[src/sv/gsp_pkg.sv]
// Shared types and constants for the simple-packing unpacker.
package gsp_pkg;

  localparam int unsigned CfgIdxW  = 3;
  localparam int unsigned CfgDataW = 48;
  localparam int unsigned FracBits = 24;

  // Register indexes on the configuration port
  typedef enum logic [CfgIdxW-1:0] {
    REG_BITS_PER_VALUE = 3'd0,
    REG_POINT_COUNT    = 3'd1,
    REG_REF_VALUE      = 3'd2,
    REG_BIN_SCALE      = 3'd3,
    REG_DECIMAL_GAIN   = 3'd4
  } cfg_reg_t;

  localparam logic [5:0]  BPV_RESET   = 6'd8;
  localparam logic [39:0] GAIN_RESET  = 40'd16777216;
  localparam logic [5:0]  WIDTH_MAX   = 6'd32;

  localparam logic signed [6:0] EXP_MIN  = -7'sd32;
  localparam logic signed [6:0] EXP_MAX  = 7'sd32;
  localparam logic signed [6:0] EXP_BIAS = 7'sd24;

  localparam logic [63:0] VALUE_MAX = 64'h7FFF_FFFF_FFFF_FFFF;
  localparam logic [63:0] VALUE_MIN = 64'h8000_0000_0000_0000;

  typedef struct packed {
    logic [5:0]         bits_per_value;
    logic [31:0]        point_count;
    logic signed [47:0] ref_value;
    logic signed [6:0]  bin_scale;
    logic [39:0]        decimal_gain;
  } cfg_t;

  // One unpacked field on its way to the decoder
  typedef struct packed {
    logic [31:0] raw;
    logic [31:0] index;
    logic        last_of_byte;
    logic        last_point;
  } field_t;

endpackage

[src/sv/gsp_unpack.sv]
// Bit extractor: cuts incoming bytes into fields, at most one field a cycle.
module gsp_unpack import gsp_pkg::*; (
  input  logic        clk,
  input  logic        rst,
  input  cfg_t        cfg,
  input  logic        in_valid,
  output logic        in_ready,
  input  logic [7:0]  data_byte,
  input  logic        section_end,
  output logic        fld_valid,
  input  logic        fld_ready,
  output field_t      fld
);

  // Byte register: remaining bits sit at the top of byte_bits
  logic        a_valid;
  logic [7:0]  byte_bits;
  logic [3:0]  rem;
  logic        end_flag;

  // Field collection state
  logic [31:0] acc;
  logic [5:0]  held;
  logic [31:0] pd;

  logic [31:0] acc_next;
  logic [5:0]  held_next;
  logic [31:0] pd_next;
  logic [7:0]  byte_bits_next;
  logic [3:0]  rem_next;

  logic [5:0]  width;
  logic        stopped;
  logic [5:0]  need;
  logic [3:0]  take;
  logic [31:0] acc_sh;
  logic [5:0]  held_sh;
  logic        complete;
  logic [31:0] mask;
  logic [3:0]  r2;
  logic        last_pt;
  logic [7:0]  rest;
  logic        emit;
  logic        done;
  logic        adv;

  // Clamp the field width to 32
  assign width = (cfg.bits_per_value > WIDTH_MAX) ? WIDTH_MAX : cfg.bits_per_value;

  // Take bits up to the next field boundary or the end of the byte
  always_comb begin
    stopped  = (pd >= cfg.point_count);
    need     = (held >= width) ? 6'd1 : (width - held);
    take     = (need < {2'b00, rem}) ? need[3:0] : rem;
    acc_sh   = (acc << take) | {24'd0, byte_bits >> (4'd8 - take)};
    held_sh  = held + {2'b00, take};
    complete = (held_sh >= width);
    mask     = 32'hFFFF_FFFF >> (WIDTH_MAX - width);
    r2       = rem - take;
    last_pt  = (cfg.point_count != 32'd0) && (pd == cfg.point_count - 32'd1);
    rest     = byte_bits << take;

    emit           = 1'b0;
    done           = 1'b1;
    acc_next       = acc;
    held_next      = held;
    pd_next        = pd;
    byte_bits_next = byte_bits;
    rem_next       = rem;

    if (width == 6'd0 || stopped) begin
      // drop the whole byte
    end else if (!complete) begin
      acc_next  = acc_sh;
      held_next = held_sh;
    end else begin
      emit    = 1'b1;
      pd_next = pd + 32'd1;
      if (r2 == 4'd0 || last_pt) begin
        // byte used up, or point count reached: drop what is left
        acc_next  = 32'd0;
        held_next = 6'd0;
      end else if ({2'b00, r2} < width) begin
        // leftover bits start the next field at once
        acc_next  = {24'd0, rest >> (4'd8 - r2)};
        held_next = {2'b00, r2};
      end else begin
        // another full field lies in this byte: continue next cycle
        acc_next       = 32'd0;
        held_next      = 6'd0;
        byte_bits_next = rest;
        rem_next       = r2;
        done           = 1'b0;
      end
    end
  end

  assign adv       = a_valid && (!emit || fld_ready);
  assign in_ready  = !a_valid || (adv && done);
  assign fld_valid = a_valid && emit;

  always_comb begin
    fld.raw          = acc_sh & mask;
    fld.index        = pd;
    fld.last_of_byte = done;
    fld.last_point   = last_pt;
  end

  // Advance collection state; clear it after a section-end word
  always_ff @(posedge clk) begin
    if (rst) begin
      a_valid <= 1'b0;
      acc     <= 32'd0;
      held    <= 6'd0;
      pd      <= 32'd0;
    end else begin
      if (adv) begin
        if (done && end_flag) begin
          acc  <= 32'd0;
          held <= 6'd0;
          pd   <= 32'd0;
        end else begin
          acc  <= acc_next;
          held <= held_next;
          pd   <= pd_next;
        end
      end
      if (in_valid && in_ready) begin
        a_valid <= 1'b1;
      end else if (adv && done) begin
        a_valid <= 1'b0;
      end
    end
  end

  // Load a new word, or hold the remaining bits
  always_ff @(posedge clk) begin
    if (in_valid && in_ready) begin
      byte_bits <= data_byte;
      rem       <= 4'd8;
      end_flag  <= section_end;
    end else if (adv) begin
      byte_bits <= byte_bits_next;
      rem       <= rem_next;
    end
  end

`ifndef ASSERT_OFF
  a_end_clears: assert property (@(posedge clk) disable iff (rst)
    adv && done && end_flag |=> pd == 32'd0 && held == 6'd0)
    else $error("state not cleared after section end");

  a_emit_in_range: assert property (@(posedge clk) disable iff (rst)
    fld_valid |-> width != 6'd0 && pd < cfg.point_count)
    else $error("field emitted with zero width or past point count");

  a_held_bound: assert property (@(posedge clk) disable iff (rst)
    held < WIDTH_MAX)
    else $error("partial field holds a full width of bits");
`endif

endmodule

[config.mk]
export PLATFORM = sky130hd
export DESIGN_NAME = gsp_unpack
export DESIGN_NICKNAME = d
export VERILOG_FILES = /design/src/sv/gsp_pkg.sv /design/src/sv/gsp_unpack.sv
export SDC_FILE = /design/constraint.sdc
export NUM_CORES = 1
export LEC_CHECK = 0
export BUFFER_PORTS_ARGS = -buffer_cell sky130_fd_sc_hd__buf_2
export CORE_MARGIN = 5
export CORE_UTILIZATION = 62
export CTS_BUF_LIST = sky130_fd_sc_hd__clkbuf_8
export CTS_CLUSTER_SIZE = 30
export DETAILED_ROUTE_END_ITERATION = 10
export PLACE_DENSITY = 0.9
export SYNTH_ARGS = -nofsm -noshare
export SYNTH_HDL_FRONTEND = slang
export SYNTH_SLANG_ARGS = --single-unit
[constraint.sdc]
create_clock -name clk -period 13.3 [get_ports clk]
set_input_delay 0.665 -clock clk [delete_from_list [all_inputs] [get_ports clk]]
set_output_delay 0.665 -clock clk [all_outputs]
set_load 0.005 [all_outputs]
==> results_dict.tcl, run 1 <==
set metrics [dict create \
    status "finished clean" \
    r2r_end "pd[12]$_SDFFE_PP0P_" \
    final_common_cell "buf_2" \
    synthTopCellsByArea "dfxtp_1, mux2i_1, ha_1" \
    first_global_vias 9382 \
    rows 44 \
    grt.busiest_layer "met2" \
    diodes 0 \
    maxCapViolCount 0 \
    synthCells 1210 \
    power_density_nw_per_um2 144 \
    synth.area.mux_share 0.124 \
    slowest_stage "nor2b_1" \
    ir_worst_vdd_uv 106 \
    timing.rr.start "held[0]$_SDFFE_PP0P_" \
    initial_utilization 0.639 \
    grtUsageMet3 0.0850 \
    synth_edf_count 9 \
    tns_ns 0 \
    die_w_um 133 \
    worst_pin_slew_ns 1.19 \
    synth-seq-cells 84 \
    cts_tree "done" \
    antenna_found_initial 0 \
    cts.clk_slew.worst_paths_ns 0.09 \
    netlist_area_um2 9350 \
    endpoint "pd[12]$_SDFFE_PP0P_" \
    routedWlPerCell_um 20.5 \
    startpoint "cfg[132]" \
    cts_setup_buffers 0 \
    synth-compound-area-share 0.225 \
    syn-num-nets 1422 \
    use_met2 0.515 \
    final_antenna_net_count 0 \
    area_delta_synth_final_pct 8.58 \
    io_pins 214 \
    min-delay-start "section_end" \
    hp-class "input port to register" \
    setup_violations 0 \
    p_leak_nw 4.33 \
    hold_buffers 0 \
    finalInstanceArea_um2 10200 \
    gp_congestion 1.04 \
    postSynth.asyncResetShare 0 \
    syn_area_per_cell_um2 7.73 \
    startpoint_type "input port" \
    holdWs_ns 0.449 \
    fillCellCount 1266 \
    arrival_ns 10.75 \
    grt_pass1_wl_um 48600 \
    fin_cells 1482 \
    first_pass_iters 6 \
    routed_via_density 6.86 \
    h-tree-depth 3 \
    fp.dieArea_um2 17600 \
    dieHeight_um 133 \
    multi_input_area_um2 7000 \
    cp_slowest_stage_delay_ns 0.96 \
    synth_xor_area_frac 0.0688 \
    drv_slew 0 \
    synth_area_leader_cell "dfxtp_1" \
    p_total_mw 1.46 \
    fin_skew_ns 0.0167 \
    cts-buffers-inserted 9 \
    hold_viol 0 \
    route.vias.total 10169 \
    synth_top_family_by_area "simple AND/OR/NAND/NOR gates" \
    synthSimpleGateAreaFrac 0.240 \
    synthFlopType "dfxtp_1" \
    drtIter0Drc 1338 \
    most-common-layout-cells "buf_2, nor2_1, nand2_1" \
    synthAdderAreaFrac 0.0907 \
    cts_buffer_depth 2 \
    reg2regPathDepth 29 \
    ff_latch_area_um2 1770 \
    yosysSeqAreaShare 0.189 \
    clkLatencyLatePin_ns 0.40 \
    grt_overflow 0 \
    slew_headroom 0.202 \
    wirelength_um 30300 \
    dp.cells 1466 \
    clock-root-buffer "clkbuf_8" \
    drive_gt1_frac 0.154 \
    min_period_ns 10.43 \
    ys_types 96 \
    place_area_um2 9950 \
    design.core.area_um2 14600 \
    grt_start_max_net_pins 39 \
    cpMostUsedCell "ha_1" \
    met1_usage 0.452 \
    yosys.area.top_type_share 0.161 \
    post_cts_resized 0 \
    drc 0 \
    clock-sinks 84 \
    fin_crit_sh 0.784 \
    crit_fanout 31 \
    rsz0062_at_grt "no" \
    yosysWarningCount 0 \
    nets 1505 \
    grt_use_total 0.333 \
    io_buffer_count 118 \
    r2r_slack_ns 3.26 \
    critPathKind "input port to register" \
    max_freq_mhz 95.9 \
    crit_path_end_kind "register" \
    cp.required_ns 13.62 \
    dp_hpwl_um 23400 \
]
==> where the power goes <==
| part | internal [mW] | total (mW) | switching (mW) |
|---|---|---|---|
| logic | 0.348 | 0.965 | 0.618 |
| registers | 0.275 | 0.294 | 0.0194 |
| clock network | 0.0940 | 0.203 | 0.109 |
==> worst min-delay path by stage <==
stage                            to  depth (start not counted)
4_1_cts          end_flag$_DFFE_PP_                          1
2_1_floorplan  acc[31]$_SDFFE_PP0P_                          2
3_3_place_gp   acc[31]$_SDFFE_PP0P_                          2
5_1_grt          end_flag$_DFFE_PP_                          1
3_5_place_dp   acc[31]$_SDFFE_PP0P_                          2
6_report         end_flag$_DFFE_PP_                          1
==> through the flow <==
| stage | setup slack, ns | utilization |
|---|---|---|
| floorplan | 5.42 | - |
| global placement | 3.24 | 0.679 |
| detailed placement | 2.92 | 0.679 |
| CTS | 3.13 | 0.693 |
| global route | 2.25 | 0.693 |
| finish | 2.87 | 0.693 |
==> Yosys cell counts, types with 16 or more instances <==
master / instances
mux2i_1: 83
nor3_1: 44
a21oi_1: 62
nand3_1: 46
dfxtp_1: 75
nand4_1: 32
ha_1: 63
a21o_1: 16
a211oi_1: 24
clkbuf_1: 26
nor2_1: 106
nor4_1: 19
xnor2_1: 40
nand2_1: 100
xor2_1: 29
o21ai_0: 72
and3_1: 24
inv_1: 78
mux2_2: 19
==> state kept, by name (all words and copies together) (netlist names) <==
signal	cells
a_valid	1
acc	32
byte_bits	8
end_flag	1
held	6
pd	32
rem	4
==> layout make-up <==
class	instances	area share
inverter	82	0.0308
timing repair buffer	124	0.0626
sequential	84	0.174
multi-input combinational	992	0.689
tap	184	0.0227
clock buffer	10	0.0136
clock inverter	6	0.00690
==> per-layer routing <==
layer,vias to the layer above,share of wire
li1,4650,-
met1,4746,0.41
met2,656,0.44
met3,117,0.12
met4,0,0.037
met5,-,0
==> critical path, delay by kind of cell <==
family	cells	cell delay [ns]
muxes	1	0.24
buffers and inverters	3	0.76
AOI/OAI and AO/OA	11	3.46
xor gates and xnor gates	1	0.18
and+or+nand+nor	11	3.64
adders and majority gates	5	1.77
==> cell families after synthesis <==
logic type	after synthesis
multiplexers	107
buffers and inverters	134
AND/OR/NAND/NOR	443
flip-flops	84
adder cells (fa/ha/maj)	66
AO/OA/AOI/OAI	305
XOR/XNOR	71
No activity file was read; power rests on OpenSTA's default activity.
==> run 2: changes to the inputs <==
- CORE_UTILIZATION: 62 -> 52
- PLACE_DENSITY: 0.9 -> 0.8
- clock period: 13.3 -> 8.7 ns (I/O delays scaled with it)
==> run 2 against run 1 <==
Critical path depth increased by 2. Sequential power up 52%. Cell area grew 2.0%. Flip-flop and latch count unchanged. Critical path type unchanged. Register-to-register slack got worse by 2.5 ns. Core utilization fell by 11 points. Final cell count increased by 4.1%. Count of clock-buffer cells in the layout decreased by 1.
==> results_dict.tcl, run 2 (same netlist as run 1, synthesis figures left out) <==
set metrics [dict create \
    antenna_found_initial 0 \
    final_common_cell "buf_2" \
    arrival_ns 8.46 \
    design.core.area_um2 17800 \
    rows 49 \
    area_delta_synth_final_pct 10.7 \
    p_total_mw 2.27 \
    place_area_um2 10100 \
    setup_violations 0 \
    tns_ns 0 \
    first_pass_iters 6 \
    grt_use_total 0.288 \
    routed_via_density 6.52 \
    use_met2 0.457 \
    cts-buffers-inserted 9 \
    met1_usage 0.396 \
    final_antenna_net_count 0 \
    io_buffer_count 118 \
    worst_pin_slew_ns 0.887 \
    cp_slowest_stage_delay_ns 0.49 \
    route.vias.total 10058 \
    finalInstanceArea_um2 10400 \
    status "finished clean" \
    power_density_nw_per_um2 219 \
    grt_start_max_net_pins 36 \
    clock-sinks 84 \
    grtUsageMet3 0.0374 \
    hp-class "input port to register" \
    slew_headroom 0.405 \
    wirelength_um 30500 \
    cts_buffer_depth 2 \
    clkLatencyLatePin_ns 0.39 \
    h-tree-depth 3 \
    rsz0062_at_grt "no" \
    die_w_um 144 \
    cts_tree "done" \
    fp.dieArea_um2 20800 \
    hold_viol 0 \
    io_pins 214 \
    max_freq_mhz 123 \
    dieHeight_um 144 \
    cts_setup_buffers 0 \
    diodes 0 \
    min_period_ns 8.14 \
    drive_gt1_frac 0.167 \
    fin_skew_ns 0.0118 \
    cts.clk_slew.worst_paths_ns 0.10 \
    grt.busiest_layer "met2" \
    holdWs_ns 0.222 \
    top_regs "acc x32, pd x32, byte_bits x8" \
    p_leak_nw 4.42 \
    most-common-layout-cells "buf_2, nor2_1, nand2_1" \
    cp.required_ns 9.02 \
    maxCapViolCount 0 \
    dp_hpwl_um 24000 \
    post_cts_resized 0 \
    cpMostUsedCell "ha_1" \
    grt_pass1_wl_um 48300 \
    grt_overflow 0 \
    ir_worst_vdd_uv 149 \
    drv_slew 0 \
    clock-root-buffer "clkbuf_8" \
    gp_congestion 1.05 \
    crit_path_end_kind "register" \
    nets 1521 \
    startpoint_type "input port" \
    slowest_stage "fa_1" \
    crit_fanout 19 \
    first_global_vias 9297 \
    routedWlPerCell_um 19.8 \
    hold_buffers 0 \
    critPathKind "input port to register" \
    drc 0 \
    fin_crit_sh 0.936 \
    initial_utilization 0.524 \
    drtIter0Drc 1110 \
]
run 2: cell types whose count changed in the layout (fill, tap and decap cells not counted), moves of 2 or more:
| cell | delta |
|---|---|
| buf_4 | +16 |
| inv_4 | +2 |
| inv_6 | -3 |
| nor2_1 | -3 |
| nor2_4 | +2 |
run 2: metrics by stage:
| stage | worst slack, ns | utilization | instances |
|---|---|---|---|
| after detailed placement | 0.0904 | 0.567 | 1527 |
| after CTS | 0.450 | 0.579 | 1543 |
| after floorplan | 1.05 | - | 1210 |
| after global placement | 0.248 | 0.567 | 1527 |
| final | 0.561 | 0.580 | 1543 |
| after global routing | 0.000476 | 0.580 | 1543 |
run 2: worst max-delay path, delay by kind of cell:
| family | cells | cell delay [ns] |
|---|---|---|
| compound gates | 12 | 2.82 |
| simple gates | 12 | 2.77 |
| fa+ha+maj | 5 | 1.57 |
| buf+inv | 3 | 0.54 |
| xor+xnor | 1 | 0.16 |
| mux | 1 | 0.15 |
run 2: cell type report:
type	instances	area [um2]
Sequential cell	84	1770
Fill cell	1669	7490
Tap cell	229	287
Clock inverter	7	90.1
Clock buffer	9	124
Timing Repair Buffer	140	756
Inverter	82	313
Multi-Input combinational cell	992	7010
run 2: metal layers:
metal,part of all wire,up-vias
met5,0,-
met4,0.038,0
met1,0.43,4737
li1,-,4684
met3,0.092,103
met2,0.44,534
run 2: final timing paths:
| check | endpoint | slack (ns) | start | cells past startpoint |
|---|---|---|---|---|
| hold reg to reg | acc[31]$_SDFFE_PP0P_ | 0.47 | acc[31]$_SDFFE_PP0P_ | 2 |
| setup / recovery | pd[10]$_SDFFE_PP0P_ | 0.56 | cfg[132] | 34 |
| setup reg to reg | pd[10]$_SDFFE_PP0P_ | 0.79 | held[0]$_SDFFE_PP0P_ | 31 |
| hold / removal | end_flag$_DFFE_PP_ | 0.22 | section_end | 1 |
run 2: power breakdown:
part / leakage, nW / switching (mW) / internal, mW
sequential: 0.696 / 0.0282 / 0.420
combinational: 3.61 / 0.932 / 0.565
clock: 0.115 / 0.167 / 0.161
total: 4.42 / 1.13 / 1.15
